--- src/design/wvadsr_pkg.sv ---
// Shared constants, types and widths for the wavetable voice with ADSR envelope.
package wvadsr_pkg;

  localparam int unsigned DEF_TABLE_DEPTH     = 2048;
  localparam int unsigned DEF_SAMPLE_RATE_HZ  = 48000;
  localparam int unsigned DEF_PHASE_FRAC_BITS = 16;

  localparam int CFG_W  = 24;
  localparam int LVL_W  = 16;
  localparam int NUM_W  = 41;
  localparam int DEN_W  = 24;
  localparam int QUO_W  = 17;
  localparam int SMP_W  = 16;

  typedef enum logic [1:0] {
    ACT_TICK     = 2'd0,
    ACT_NOTE_ON  = 2'd1,
    ACT_NOTE_OFF = 2'd2,
    ACT_TABLE_WR = 2'd3
  } action_e;

  typedef enum logic [1:0] {
    CFG_ATTACK  = 2'd0,
    CFG_DECAY   = 2'd1,
    CFG_SUSTAIN = 2'd2,
    CFG_RELEASE = 2'd3
  } cfg_idx_e;

  localparam logic [CFG_W-1:0] RST_ATTACK  = 24'd480;
  localparam logic [CFG_W-1:0] RST_DECAY   = 24'd4800;
  localparam logic [LVL_W-1:0] RST_SUSTAIN = 16'd49152;
  localparam logic [CFG_W-1:0] RST_RELEASE = 24'd9600;

  localparam logic [QUO_W-1:0] FULL_SCALE = 17'h10000;

  // Frequencies of MIDI notes 0 to 11 in Q.20 Hz; higher octaves are shifts.
  localparam logic [23:0] BASE_FREQ_Q20 [12] = '{
    24'd8572947,  24'd9082720,  24'd9622807,  24'd10195009,
    24'd10801236, 24'd11443511, 24'd12123977, 24'd12844906,
    24'd13608704, 24'd14417920, 24'd15275254, 24'd16183568
  };

  typedef struct packed {
    logic start;
    logic done;
  } div_ctl_t;

endpackage

--- src/design/wvadsr_div.sv ---
// Restoring divider that yields one quotient bit per cycle for the envelope.
module wvadsr_div (
  input  logic                            clk_i,
  input  logic                            rst_ni,
  input  logic                            start_i,
  input  logic [wvadsr_pkg::NUM_W-1:0]    num_i,
  input  logic [wvadsr_pkg::DEN_W-1:0]    den_i,
  output logic                            done_o,
  output logic [wvadsr_pkg::QUO_W-1:0]    quo_o
);
  import wvadsr_pkg::*;

  localparam int CNT_W = $clog2(QUO_W + 1);

  logic [DEN_W-1:0] rem_q;
  logic [QUO_W-1:0] quo_q;
  logic [DEN_W-1:0] den_q;
  logic [CNT_W-1:0] cnt_q;
  logic             done_q;
  logic [DEN_W:0]   trial;
  logic             fits;

  assign trial = {rem_q, quo_q[QUO_W-1]};
  assign fits  = trial >= {1'b0, den_q};

  // The caller guarantees the quotient is below 2^QUO_W, so the upper
  // numerator bits already form a remainder smaller than the divisor.
  always_ff @(posedge clk_i or negedge rst_ni) begin
    if (!rst_ni) begin
      cnt_q  <= '0;
      done_q <= 1'b0;
    end else begin
      done_q <= 1'b0;
      if (start_i) begin
        cnt_q <= CNT_W'(QUO_W);
      end else if (cnt_q != '0) begin
        cnt_q <= cnt_q - 1'b1;
        if (cnt_q == CNT_W'(1)) begin
          done_q <= 1'b1;
        end
      end
    end
  end

  always_ff @(posedge clk_i) begin
    if (start_i) begin
      rem_q <= num_i[NUM_W-1 -: DEN_W];
      quo_q <= num_i[QUO_W-1:0];
      den_q <= den_i;
    end else if (cnt_q != '0) begin
      rem_q <= fits ? DEN_W'(trial - {1'b0, den_q}) : trial[DEN_W-1:0];
      quo_q <= {quo_q[QUO_W-2:0], fits};
    end
  end

  assign done_o = done_q;
  assign quo_o  = quo_q;

endmodule

--- config.mk ---
export PLATFORM = sky130hd
export DESIGN_NAME = wvadsr_div
export DESIGN_NICKNAME = d
export VERILOG_FILES = /design/src/design/wvadsr_pkg.sv /design/src/design/wvadsr_div.sv
export SDC_FILE = /design/constraint.sdc
export NUM_CORES = 1
export LEC_CHECK = 0
export BUFFER_PORTS_ARGS = -buffer_cell sky130_fd_sc_hd__clkbuf_2
export CAP_MARGIN = 30
export CORE_ASPECT_RATIO = 0.6
export CORE_MARGIN = 3
export CORE_UTILIZATION = 55
export DETAILED_ROUTE_END_ITERATION = 8
export HOLD_SLACK_MARGIN = 0.05
export MAX_ROUTING_LAYER = met4
export PLACE_DENSITY = 0.83
export SYNTH_ARGS = -nofsm -noshare
export SYNTH_HDL_FRONTEND = slang
export SYNTH_SLANG_ARGS = --single-unit
--- constraint.sdc ---
create_clock -name clk_i -period 7.21 [get_ports clk_i]
set_clock_uncertainty 0.15 [all_clocks]
set_input_delay 0.3605 -clock clk_i [delete_from_list [all_inputs] [get_ports clk_i]]
set_output_delay 0.3605 -clock clk_i [all_outputs]
set_load 0.05 [all_outputs]
## Word-level counts from Yosys, hierarchy flattened

Cells that the tools add are included.

- Bits in registers: 71
- Input port bits: 68
- Output and inout bits: 18
- Word-level logic and storage cells: 21

- Add/sub/neg operators: 2
- Order comparisons: 1
- Eq/ne operators: 1
- Multiplexer cells: 10
- Reduce and logical (&&, ||, !) cells: 2

Operators with widths:

| cell | count |
|---|---|
| 24-bit 2-to-1 mux | 3 |
| 17-bit 2-to-1 mux | 2 |
| 25-bit by 24-bit greater-or-equal comparator with 1-bit output | 1 |
| 24-bit subtractor | 1 |
| 5-bit 2-to-1 mux | 2 |
| 5-bit by 1-bit == test with 1-bit output, second input constant | 1 |
| 5-bit nonzero test | 1 |
| 5-bit by 1-bit subtractor with 5-bit output, second input constant | 1 |
| 1-bit 2-to-1 mux | 3 |
| 2-bit nonzero test | 1 |

## Depth between registers and ports, before layout

Gate-level depths: netlist of the first run.

- Depth in word-level cells: 4
- Depth in mapped cells: 14
- Depth with buffers taken out: 13

## Worst setup path after synthesis of the first run

Ideal clock, no wire load.

- Kind: reg2reg
- Start: register quo_q[16] (netlist: quo_o[16])
- End: register rem_q[20] (data pin)
- Setup time: 0.260 ns
- Data arrival time: 2.893 ns
- Required time: 6.800 ns
- Slack: 3.907 ns
- Stages on the path, launching flop included: 14
- Buffers on the path: 0
- Clock period less this slack: 3.303 ns
- Cells stage by stage: edfxtp_1 -> inv_1 -> ha_1 -> inv_1 -> fa_1 -> a21oi_1 -> o21ai_0 -> a221oi_2 -> o21ai_1 -> nand4_1 -> a31oi_1 -> xor2_1 -> mux2_4 -> mux2_2

- Cells in the longest elaborated chain, start to end: 4
- Elaborated cells on any way between the ends: 5
- Classes of those cells: 1 x add/sub; 1 x order compare; 3 x mux

Ends and longest elaborated chain:

| element | RTL line | RTL |
|---|---|---|
| from (decl) | wvadsr_div.sv:16 | `logic [QUO_W-1:0] quo_q;` |
| from (signal assigned) | wvadsr_div.sv:48 | `quo_q <= num_i[QUO_W-1:0];` |
| from (signal assigned) | wvadsr_div.sv:52 | `quo_q <= {quo_q[QUO_W-2:0], fits};` |
| 24-bit subtractor or 25-bit by 24-bit greater-or-equal comparator with 1-bit output (tied branches) | wvadsr_div.sv:51, wvadsr_div.sv:24 |  |
| 24-bit 2-to-1 mux (*) | wvadsr_div.sv:51 | `rem_q <= fits ? DEN_W'(trial - {1'b0, den_q}) : trial[DEN_W-1:0];` |
| 24-bit 2-to-1 mux (*) | wvadsr_div.sv:50 | `end else if (cnt_q != '0) begin` |
| 24-bit 2-to-1 mux (*) | wvadsr_div.sv:46 | `if (start_i) begin` |
| to (signal assigned) | wvadsr_div.sv:47 | `rem_q <= num_i[NUM_W-1 -: DEN_W];` |
| to (signal assigned) | wvadsr_div.sv:51 |  |
| to (decl) | wvadsr_div.sv:15 | `logic [DEN_W-1:0] rem_q;` |

Every way passes the cells marked *; elsewhere a longest branch is shown, timed or not. The select of a mux whose other input is x is not followed.
A chain may end at the register's enable or synchronous reset.

## Worst setup path in the final report of the first run

- Start: register rem_q[2]
- End: register rem_q[3] (data pin)

- Cells in the longest elaborated chain, start to end: 4
- Elaborated cells on any way between the ends: 5
- Classes of those cells: 1 x add/sub; 1 x order compare; 3 x mux

Ends and longest elaborated chain:

| element | RTL line |
|---|---|
| 24-bit subtractor or 25-bit by 24-bit greater-or-equal comparator with 1-bit output (tied branches) | wvadsr_div.sv:51, wvadsr_div.sv:24 |
| 24-bit 2-to-1 mux (*) | wvadsr_div.sv:51 |
| 24-bit 2-to-1 mux (*) | wvadsr_div.sv:50 |
| 24-bit 2-to-1 mux (*) | wvadsr_div.sv:46 |

Marks and branches as above.

==> results of run 1 <==
[routing by layer]
layer | GRT usage, % | vias up | wire length [microns]
met5 | - | - | 0
met4 | 6.281 | 0 | 102
met3 | 6.907 | 13 | 729
met2 | 36.98 | 129 | 4311
met1 | 29.94 | 1511 | 4375
li1 | - | 1640 | -
[kinds of logic after synthesis]
logic type | share of synthesized area (%)
compound gates | 12.82
xor+xnor | 4.648
fa+ha+maj | 8.256
buf+inv | 4.648
flops | 48.50
mux | 10.51
simple gates | 10.62
[metrics by stage]
| stage | cell area, sq um | hold slack [ns] | worst slack, ns | util (%) | total power, W |
|---|---|---|---|---|---|
| CTS | 5356 | 0.05426 | 3.527 | 71.93 | 0.002102 |
| detailed placement | 4850 | 0.04642 | 3.529 | 65.12 | 0.001683 |
| global route | 5361 | 0.05534 | 3.251 | 71.99 | 0.002257 |
| global placement | 4830 | 0.04364 | 3.622 | 64.85 | 0.001643 |
| floorplan | 4334 | -0.08509 | 3.907 | - | 0.001491 |
| finish | 5361 | 0.06288 | 3.506 | 71.99 | 0.002103 |
[critical path, stage by stage (launching register included)]
cell                       delay, ns
sky130_fd_sc_hd__edfxtp_1       0.40
sky130_fd_sc_hd__ha_1           0.38
sky130_fd_sc_hd__o211ai_1       0.15
sky130_fd_sc_hd__a211oi_2       0.22
sky130_fd_sc_hd__nor2_1         0.13
sky130_fd_sc_hd__a21oi_2        0.23
sky130_fd_sc_hd__o21ai_4        0.10
sky130_fd_sc_hd__o31ai_4        0.66
sky130_fd_sc_hd__buf_4          0.40
sky130_fd_sc_hd__mux2_2         0.37
sky130_fd_sc_hd__mux2_2         0.25
[Yosys cell counts (3+ instances only)]
master and instances:
sky130_fd_sc_hd__a21o_1 4, sky130_fd_sc_hd__a221o_1 3, sky130_fd_sc_hd__a21oi_1 33, sky130_fd_sc_hd__o21ai_0 15, sky130_fd_sc_hd__buf_6 3, sky130_fd_sc_hd__nand3_1 5, sky130_fd_sc_hd__a21oi_2 3, sky130_fd_sc_hd__edfxtp_1 65
sky130_fd_sc_hd__nand4_1 3, sky130_fd_sc_hd__nor3_1 5, sky130_fd_sc_hd__inv_1 33, sky130_fd_sc_hd__a31oi_1 4, sky130_fd_sc_hd__nor2_1 29, sky130_fd_sc_hd__o21ai_1 5, sky130_fd_sc_hd__nor2b_1 5, sky130_fd_sc_hd__mux2_2 36
sky130_fd_sc_hd__ha_1 27, sky130_fd_sc_hd__nand2b_1 6, sky130_fd_sc_hd__xor2_1 10, sky130_fd_sc_hd__nand2_1 28, sky130_fd_sc_hd__xnor2_1 13, sky130_fd_sc_hd__clkbuf_1 5, sky130_fd_sc_hd__nor3b_1 3, sky130_fd_sc_hd__dfrtp_1 6
[power groups by stage]
stage / logic (W) / registers (W) / clock network [W]
floorplan: 0.000803 / 0.000688 / 0
global placement: 0.000998 / 0.000645 / 0
detailed placement: 0.00103 / 0.000651 / 0
CTS: 0.00105 / 0.000645 / 0.000405
global route: 0.00118 / 0.000659 / 0.000422
finish: 0.00106 / 0.000646 / 0.000395
[cell type report]
class	count	area share [%]
clock inverter	6	0.7001
timing repair buffer	113	13.16
multi-input combinational	271	37.92
clock buffer	10	4.271
inverter	33	2.310
sequential	71	39.21
tap	104	2.427
[flip-flops by register name, summed over array words and instances, names as in the netlist]
| name | flops |
|---|---|
| quo_o | 17 |
| rem_q | 24 |
| done_o | 1 |
| cnt_q | 5 |
| den_q | 24 |
[worst paths after layout]
check	from	cells past startpoint	slack, ns	endpoint
setup / recovery	rem_q[2]	10	3.51	rem_q[3]
hold / removal	den_i[16]	1	0.06	den_q[16]
setup reg to reg	rem_q[2]	10	3.51	rem_q[3]
hold reg to reg	cnt_q[4]	2	0.37	cnt_q[4]
max in group asynchronous	rst_ni	2	6.52	cnt_q[2]
min in group asynchronous	rst_ni	2	0.24	cnt_q[0]
[repair_timing]
| action | 4_1_cts | 5_1_grt |
|---|---|---|
| hold buffers | 24 | 0 |
| resized for setup | 0 | 0 |
| endpoints found under the setup margin | 0 | 0 |
| hold endpoints to repair | 29 | 0 |
| setup buffers | 0 | 0 |
==> impl_metrics.csv, run 1 <==
group,metric,value,unit
sta,final_max_slew_viol_count,0,
clocking,tritoncts,"built",
clocking,cts.root.buffer_cell,"sky130_fd_sc_hd__clkbuf_16",
sta,worst_slew_pin_slew,0.7989,ns
logic_synthesis,synth-edff-count,65,
logic_synthesis,async_reset_ff_share,8.451,%
global_routing,vias_in_the_first_global_route,3304,
logic_synthesis,synth_cells,388,
power,clockPowerShare,18.8,%
sta,final_hold_viol_count,0,
logic_synthesis,netlist-cell-type-count,56,
place,gpl.final_weighted_congestion,0.9122,
sta,finalSetupViolations,0,
finish,area_of_the_multi_input_gates,2033,sq um
floorplan,fp.dieH,74.76,microns
clocking,cts_made_buffers,9,
routing,detail_route.drc_violations,0,
clocking,worstSkewPairLatency,0.34,ns
place,io_buffer_count,85,
floorplan,die_width,120.6,microns
flow_run,drv_cap,0,
floorplan,dieArea,9016,sq um
logic_synthesis,post_synth_instance_area,4334,sq um
power,reg_power_share,30.7,%
sta,final_period_util,51.37,%
sta,fin_setup_tns,0,ns
clocking,tritoncts_num_sinks,71,
logic_synthesis,yosys_most_used_dff,"sky130_fd_sc_hd__edfxtp_1",
logic_synthesis,netlist.area_leader.share,45.03,%
place,dp.cells,567,
global_routing,wire_length_of_the_first_global_routing_pass,15640,microns
place,dp_hpwl,6825,microns
finish,fill_cells,561,
finish,finalNonFillerCells,608,
routing,first_pass_iteration_count_of_the_detailed_router,5,
routing,number_of_vias_after_detailed_routing,3293,
floorplan,core_region_area,7447,sq um
logic_synthesis,yosysWarningCount,0,
power,power_leakage,2.331,nW
global_routing,grt_usage,23.37,%
global_routing,antenna_found_initial,0,
logic_synthesis,synth_area_leader_cell,"sky130_fd_sc_hd__edfxtp_1",
hold_path,hold_class,"in2reg",
logic_synthesis,synth.avg_cell_area,11.17,sq um
power,power.internal,0.001286,W
routing,wl,9519,microns
routing,drt-wirelength-per-cell,15.66,microns
logic_synthesis,net_count_synth,484,
finish,diodes,0,
setup_path,critPathMaxFanout,23,
clocking,clk_transition_reported_paths,0.05,ns
finish,layout.cells.most_common_list,"sky130_fd_sc_hd__clkbuf_2, sky130_fd_sc_hd__edfxtp_1, sky130_fd_sc_hd__mux2_2, sky130_fd_sc_hd__inv_1, sky130_fd_sc_hd__a21oi_1",
finish,fraction_of_final_layout_cells_sized_beyond_drive_strength_1,29.96,%
setup_path,required,7.15,ns
finish,regArea,2102,sq um
run_status,status,"complete, no violations",
logic_synthesis,synth_sequential_area_ratio,48.50,%
setup_path,worst_ep_arrival_time,3.64,ns
floorplan,ports_placed_on_the_boundary,86,
global_routing,grt-ovfl-total,0,
finish,count_of_nets_after_finishing,595,
setup_path,crit_path_end_kind,"register",
sta,unrepaired_setup_endpoints_after_global_routing,"false",
floorplan,initial_core_util,58.20,%
sta,post-route-min-period,3.704,ns
sta,slew-limit-headroom,46.74,%
power,switchingPower,0.0008174,W
finish,area_delta_synth_final,23.70,%
setup_path,timing.setup.critical_path_class,"reg2reg",
sta,maximum_clock_frequency,0.2700,GHz
setup_path,start_kind,"register",
finish,layout.cells.most_common,"sky130_fd_sc_hd__clkbuf_2",
routing,ant_nets,0,
clocking,clock_tree.htree_level_count,3,
logic_synthesis,synth_seq_cells,71,
floorplan,std_cell_rows,24,
clocking,clock_path_buffers,2,
logic_synthesis,synth.area.top_cells,"sky130_fd_sc_hd__edfxtp_1, sky130_fd_sc_hd__mux2_2, sky130_fd_sc_hd__ha_1",
power,cellPowerDensity,392.2,nW/um^2
global_routing,largest_net_degree_at_the_start_of_global_routing,61,
routing,viasPerCell,5.416,
power,max-vdd-ir-drop,0.2350,mV
power,swShare,38.87,%
power,power.share.combinational,50.5,%
routing,drtIter0Drc,235,
(Power assumes the default switching activity.)
==> inputs of run 2 (changes only) <==
clock period = 3.6 ns   (was 7.21 ns; I/O delays follow)
==> run 2 against run 1 <==
  * Sequential share of layout area down 3.0 points
  * Global-route usage up 1.5 points
  * Largest power group unchanged
  * Register-to-register slack worse by 3.2 ns
  * Power up 100%
  * Critical path depth up 2
  * Cell count up 7.4%
==> impl_metrics.csv, run 2 (same netlist as run 1, synthesis figures left out) <==
group,metric,value,unit
flow_run,drv_cap,0,
routing,viasPerCell,5.308,
clocking,tritoncts,"built",
power,reg_power_share,30.1,%
setup_path,crit_path_top_delay_cell,"sky130_fd_sc_hd__edfxtp_1",
setup_path,worst_ep_arrival_time,3.28,ns
power,power_leakage,2.526,nW
sta,hold_slack,0.1162,ns
hold_path,hold_class,"in2reg",
setup_path,crit-reg2reg-capture,"rem_q[18]",
setup_path,timing.setup.critical_path_class,"reg2reg",
clocking,clock_path_buffers,2,
floorplan,ports_placed_on_the_boundary,86,
global_routing,wire_length_of_the_first_global_routing_pass,16770,microns
power,max-vdd-ir-drop,0.3430,mV
sta,final_max_slew_viol_count,0,
global_routing,antenna_found_initial,0,
sta,fin_setup_tns,0,ns
hold_path,worst_hold_path.num_cells,3,
place,dp_hpwl,6611,microns
floorplan,dieArea,9016,sq um
routing,drt-wirelength-per-cell,15.61,microns
power,power.internal,0.002641,W
setup_path,r2r_worst_path_depth,12,
finish,layout.cells.most_common,"sky130_fd_sc_hd__clkbuf_2",
floorplan,std_cell_rows,24,
finish,count_of_nets_after_finishing,640,
finish,fraction_of_final_layout_cells_sized_beyond_drive_strength_1,28.42,%
finish,diodes,0,
hold_path,timing.hold.worst.start,"num_i[40]",
finish,area_delta_synth_final,34.12,%
place,gpl.final_weighted_congestion,0.9005,
power,cellPowerDensity,741.0,nW/um^2
setup_path,critPathMaxFanout,4,
power,switchingPower,0.001667,W
run_status,status,"complete, no violations",
setup_path,timing.reg2reg.setup_slack,0.26,ns
clocking,clk_transition_reported_paths,0.06,ns
setup_path,start_kind,"register",
sta,post-route-min-period,3.342,ns
floorplan,core_region_area,7447,sq um
routing,wl,10190,microns
sta,unrepaired_setup_endpoints_after_global_routing,"false",
clocking,cts_made_buffers,9,
clocking,clock_tree.htree_level_count,3,
finish,finalCoreUtilization,78.06,%
routing,number_of_vias_after_detailed_routing,3466,
floorplan,die_width,120.6,microns
global_routing,largest_net_degree_at_the_start_of_global_routing,42,
sta,slew-limit-headroom,62.52,%
routing,ant_nets,0,
hold_path,worst_hold_endpoint,"rem_q[23]",
setup_path,timing.critical_path.slowest_cell_delay,0.41,ns
setup_path,required,3.54,ns
routing,detail_route.drc_violations,0,
clocking,worstSkewPairLatency,0.34,ns
setup_path,regToRegStartpoint,"quo_o[16]",
sta,maximum_clock_frequency,0.2992,GHz
finish,layout.cells.most_common_list,"sky130_fd_sc_hd__clkbuf_2, sky130_fd_sc_hd__dlygate4sd3_1, sky130_fd_sc_hd__edfxtp_1, sky130_fd_sc_hd__mux2_2",
sta,final_hold_viol_count,0,
power,clockPowerShare,18.8,%
clocking,tritoncts_num_sinks,71,
floorplan,initial_core_util,58.20,%
routing,drtIter0Drc,284,
global_routing,grt-ovfl-total,0,
global_routing,grt_usage,24.90,%
power,swShare,38.69,%
routing,first_pass_iteration_count_of_the_detailed_router,4,
place,io_buffer_count,85,
floorplan,fp.dieH,74.76,microns
setup_path,crit_path_end_kind,"register",
power,power.share.combinational,51.1,%
sta,final_period_util,92.84,%
global_routing,vias_in_the_first_global_route,3481,
clocking,cts.root.buffer_cell,"sky130_fd_sc_hd__clkbuf_16",
sta,finalSetupViolations,0,
sta,worst_slew_pin_slew,0.5621,ns
setup_path,critical_path.cell_chain,"inv_1, ha_1, inv_1, fa_1, a21oi_1, o21ai_0, a221oi_2, o21ai_1, a31oi_1, o21ai_0, xor2_1, a221o_1",
run 2: power by group through the flow:
stage | Clock, W | Combinational, W | Sequential (W)
after floorplan | 0 | 0.00161 | 0.00138
final | 0.000811 | 0.00220 | 0.00129
after global placement | 0 | 0.00202 | 0.00129
after detailed placement | 0 | 0.00208 | 0.00130
after global routing | 0.000868 | 0.00243 | 0.00132
after CTS | 0.000823 | 0.00216 | 0.00129
run 2: how the worst max path moves through the flow:
| stage | startpoint | endpoint | slack, ns | cells past startpoint |
|---|---|---|---|---|
| 2_1_floorplan | quo_o[16] | rem_q[20] | 0.30 | 13 |
| 3_3_place_gp | quo_o[16] | rem_q[20] | 0.34 | 13 |
| 3_5_place_dp | quo_o[16] | rem_q[18] | 0.19 | 12 |
| 4_1_cts | quo_o[16] | rem_q[18] | 0.19 | 12 |
| 5_1_grt | quo_o[16] | rem_q[18] | 0.09 | 12 |
| 6_report | quo_o[16] | rem_q[18] | 0.26 | 12 |
run 2: metal layers:
metal	track usage (%)	share of wire [%]	wire length (microns)	vias up
li1	-	-	-	1728
met1	32.01	47	4760	1619
met2	40.94	47	4787	111
met3	6.306	5.7	582	8
met4	4.899	0.62	63	0
met5	-	0	0	-
run 2: stage by stage:
step	total power [W]	setup WS (ns)	instances	instance area, sq um
2_1_floorplan	0.002986	0.2966	388	4334
3_5_place_dp	0.003383	0.1870	570	4872
6_report	0.004308	0.2578	653	5813
3_3_place_gp	0.003316	0.3377	570	4872
4_1_cts	0.004270	0.1943	652	5806
5_1_grt	0.004612	0.08625	653	5813
run 2: critical path: cells and delay by family (launching register included):
family                   cells  cell delay [ns]
adder cells (fa/ha/maj)      2             0.58
AO/OA/AOI/OAI                7             1.64
buffers and inverters        2             0.14
flip-flops                   1             0.41
XOR/XNOR                     1             0.17
run 2: area by class of cell:
type | instances | area (sq um)
Inverter | 33 | 123.9
Fill cell | 502 | 1634
Sequential cell | 71 | 2102
Multi-Input combinational cell | 271 | 2033
Clock inverter | 7 | 47.55
Tap cell | 104 | 130.1
Clock buffer | 9 | 225.2
Timing Repair Buffer | 158 | 1151
run 2: what timing repair did:
action / CTS / global route
setup buffers: 0 / 1
hold buffers: 66 / 0
resized for setup: 0 / 0
endpoints found under the setup margin: 0 / 2
hold endpoints to repair: 70 / 0
==> inputs of run 3 (changes only) <==
CELL_PAD_IN_SITES_DETAIL_PLACEMENT = 1   (was not set)
CELL_PAD_IN_SITES_GLOBAL_PLACEMENT = 1   (was not set)
CORE_UTILIZATION = 44   (was 55)
PLACE_DENSITY = 0.84   (was 0.83)
==> run 3 against run 2 <==
  * Register-to-register slack better by 0.04 ns
  * Clock power rose by 2%
  * Final area up 0.97%
  * Non-clock buffer count is 3 higher
  * Utilization fell by 16 points
  * Die area up 23%
  * Sequential share of layout area decreased by 0.35 points
  * Hold slack worse by 0.059 ns
  * Critical path type unchanged
  * Critical endpoint is now rem_q[20]
  * Largest cell class unchanged
==> impl_metrics.csv, run 3 (same netlist as run 1, synthesis figures left out) <==
group,metric,value,unit
sta,final_period_util,91.78,%
routing,detail_route.drc_violations,0,
floorplan,die_width,134.1,microns
sta,fin_setup_tns,0,ns
place,dp_hpwl,7993,microns
finish,layout.cells.most_common,"sky130_fd_sc_hd__clkbuf_2",
setup_path,crit_path_top_delay_cell,"sky130_fd_sc_hd__edfxtp_1",
finish,area_of_the_multi_input_gates,2043,sq um
setup_path,start_kind,"register",
sta,maximum_clock_frequency,0.3027,GHz
clocking,clock_tree.htree_level_count,3,
routing,first_pass_iteration_count_of_the_detailed_router,4,
power,cellPowerDensity,749.1,nW/um^2
setup_path,worst_path_dominant_cell_family,"compound AO/OA/AOI/OAI gates",
setup_path,worst_ep_arrival_time,3.24,ns
sta,final_max_slew_viol_count,0,
global_routing,largest_net_degree_at_the_start_of_global_routing,39,
finish,fill_cells,1048,
floorplan,fp.dieH,82.88,microns
hold_path,hold_class,"in2reg",
setup_path,crit_path_end_kind,"register",
power,max-vdd-ir-drop,0.3796,mV
global_routing,vias_in_the_first_global_route,3934,
finish,regArea,2102,sq um
routing,drt-wirelength-per-cell,17.77,microns
floorplan,dieArea,11120,sq um
sta,hold_slack,0.05762,ns
clocking,clock_path_buffers,2,
routing,wl,12120,microns
finish,finalCoreUtilization,62.50,%
floorplan,ports_placed_on_the_boundary,86,
clocking,cts_made_buffers,9,
global_routing,grt-ovfl-total,0,
sta,unrepaired_setup_endpoints_after_global_routing,"false",
flow_run,drv_cap,0,
place,placedInstanceArea,4902,sq um
floorplan,initial_core_util,46.15,%
routing,drtIter0Drc,169,
power,power_leakage,2.532,nW
routing,ant_nets,0,
clocking,cts.root.buffer_cell,"sky130_fd_sc_hd__clkbuf_16",
sta,slew-limit-headroom,68.21,%
finish,area_delta_synth_final,35.42,%
sta,worst_slew_pin_slew,0.4769,ns
setup_path,timing.setup.critical_path_class,"reg2reg",
sta,final_hold_viol_count,0,
run_status,status,"complete, no violations",
floorplan,std_cell_rows,27,
finish,layout.cells.most_common_list,"sky130_fd_sc_hd__clkbuf_2, sky130_fd_sc_hd__dlygate4sd3_1, sky130_fd_sc_hd__edfxtp_1, sky130_fd_sc_hd__mux2_2",
place,gpl.final_weighted_congestion,0.8370,
setup_path,critical_path.cell_chain,"inv_1, ha_1, inv_1, fa_1, a21oi_1, o21ai_0, a221oi_2, buf_4, o21ai_2, nand4_1, a31oi_1, xor2_1, mux2_4, mux2_2",
routing,number_of_vias_after_detailed_routing,3556,
global_routing,wire_length_of_the_first_global_routing_pass,19780,microns
sta,finalSetupViolations,0,
finish,count_of_nets_after_finishing,643,
clocking,tritoncts,"built",
setup_path,required,3.54,ns
clocking,clk_transition_reported_paths,0.06,ns
clocking,worstSkewPairLatency,0.34,ns
setup_path,worstPathBufferInverterCount,3,
sta,post-route-min-period,3.304,ns
place,io_buffer_count,85,
setup_path,critPathMaxFanout,4,
finish,stdcell_area,5869,sq um
finish,diodes,0,
setup_path,timing.critical_path.slowest_cell_delay,0.42,ns
floorplan,core_region_area,9392,sq um
routing,viasPerCell,5.214,
clocking,tritoncts_num_sinks,71,
setup_path,cp_common_cell,"sky130_fd_sc_hd__inv_1",
global_routing,grt_usage,23.04,%
finish,fraction_of_final_layout_cells_sized_beyond_drive_strength_1,28.80,%
global_routing,antenna_found_initial,0,
[run 3: changes by cell type in the layout (fill, tap and decap cells not counted), moves of 2 or more]
cell,previous run,this run
sky130_fd_sc_hd__clkinv_1,0,2
sky130_fd_sc_hd__buf_4,6,11
sky130_fd_sc_hd__clkinv_2,3,0
sky130_fd_sc_hd__clkinv_4,0,2
[run 3: power breakdown]
group | total, W | internal, W | switching, W
registers | 0.00130 | 0.00117 | 0.000130
logic | 0.00227 | 0.00101 | 0.00125
clock network | 0.000826 | 0.000466 | 0.000360
[run 3: path summary, 6_finish.rpt]
path	from	endpoint	slack [ns]	cells past startpoint
worst max-delay path	quo_o[16]	rem_q[20]	0.30	14
worst min-delay path	num_i[19]	rem_q[2]	0.06	3
worst max register to register	quo_o[16]	rem_q[20]	0.30	14
worst min register to register	cnt_q[4]	cnt_q[4]	0.41	2
max in group asynchronous	rst_ni	cnt_q[4]	1.86	4
min in group asynchronous	rst_ni	cnt_q[3]	0.61	3
[run 3: worst reg2reg max path: cells and delay by family (launching register included)]
family                     cells  cell delay (ns)
AOI/OAI and AO/OA              5             0.81
adders and majority gates      2             0.58
muxes                          2             0.52
DFF                            1             0.42
buffers and inverters          3             0.31
xor gates and xnor gates       1             0.15
and+or+nand+nor                1             0.12
[run 3: layer usage]
layer	GRT usage [%]	vias up	wire length, microns
li1	-	1733	-
met1	27.69	1731	5463
met2	39.17	79	6007
met3	5.993	13	519
met4	5.453	0	128
met5	-	-	0
[run 3: cell type report]
class / instances / area share [%]
Clock inverter: 7 / 0.8314
Multi-Input combinational cell: 271 / 34.81
Inverter: 33 / 2.110
Tap cell: 130 / 2.771
Clock buffer: 9 / 3.837
Timing Repair Buffer: 161 / 19.83
Sequential cell: 71 / 35.81
[run 3: repair_timing]
item,4_1_cts,5_1_grt
hold buffers,66,0
hold endpoints to repair,69,0
gates resized for setup,0,2
setup buffers,0,3
setup endpoints to repair,0,4
[run 3: per-stage QoR]
step	power, W	std cells	setup slack (ns)
after floorplan	0.002986	388	0.2966
after global placement	0.003337	597	0.3386
after detailed placement	0.003435	597	0.1169
after CTS	0.004343	679	0.1072
after global routing	0.004720	682	0.05840
final	0.004397	682	0.2959
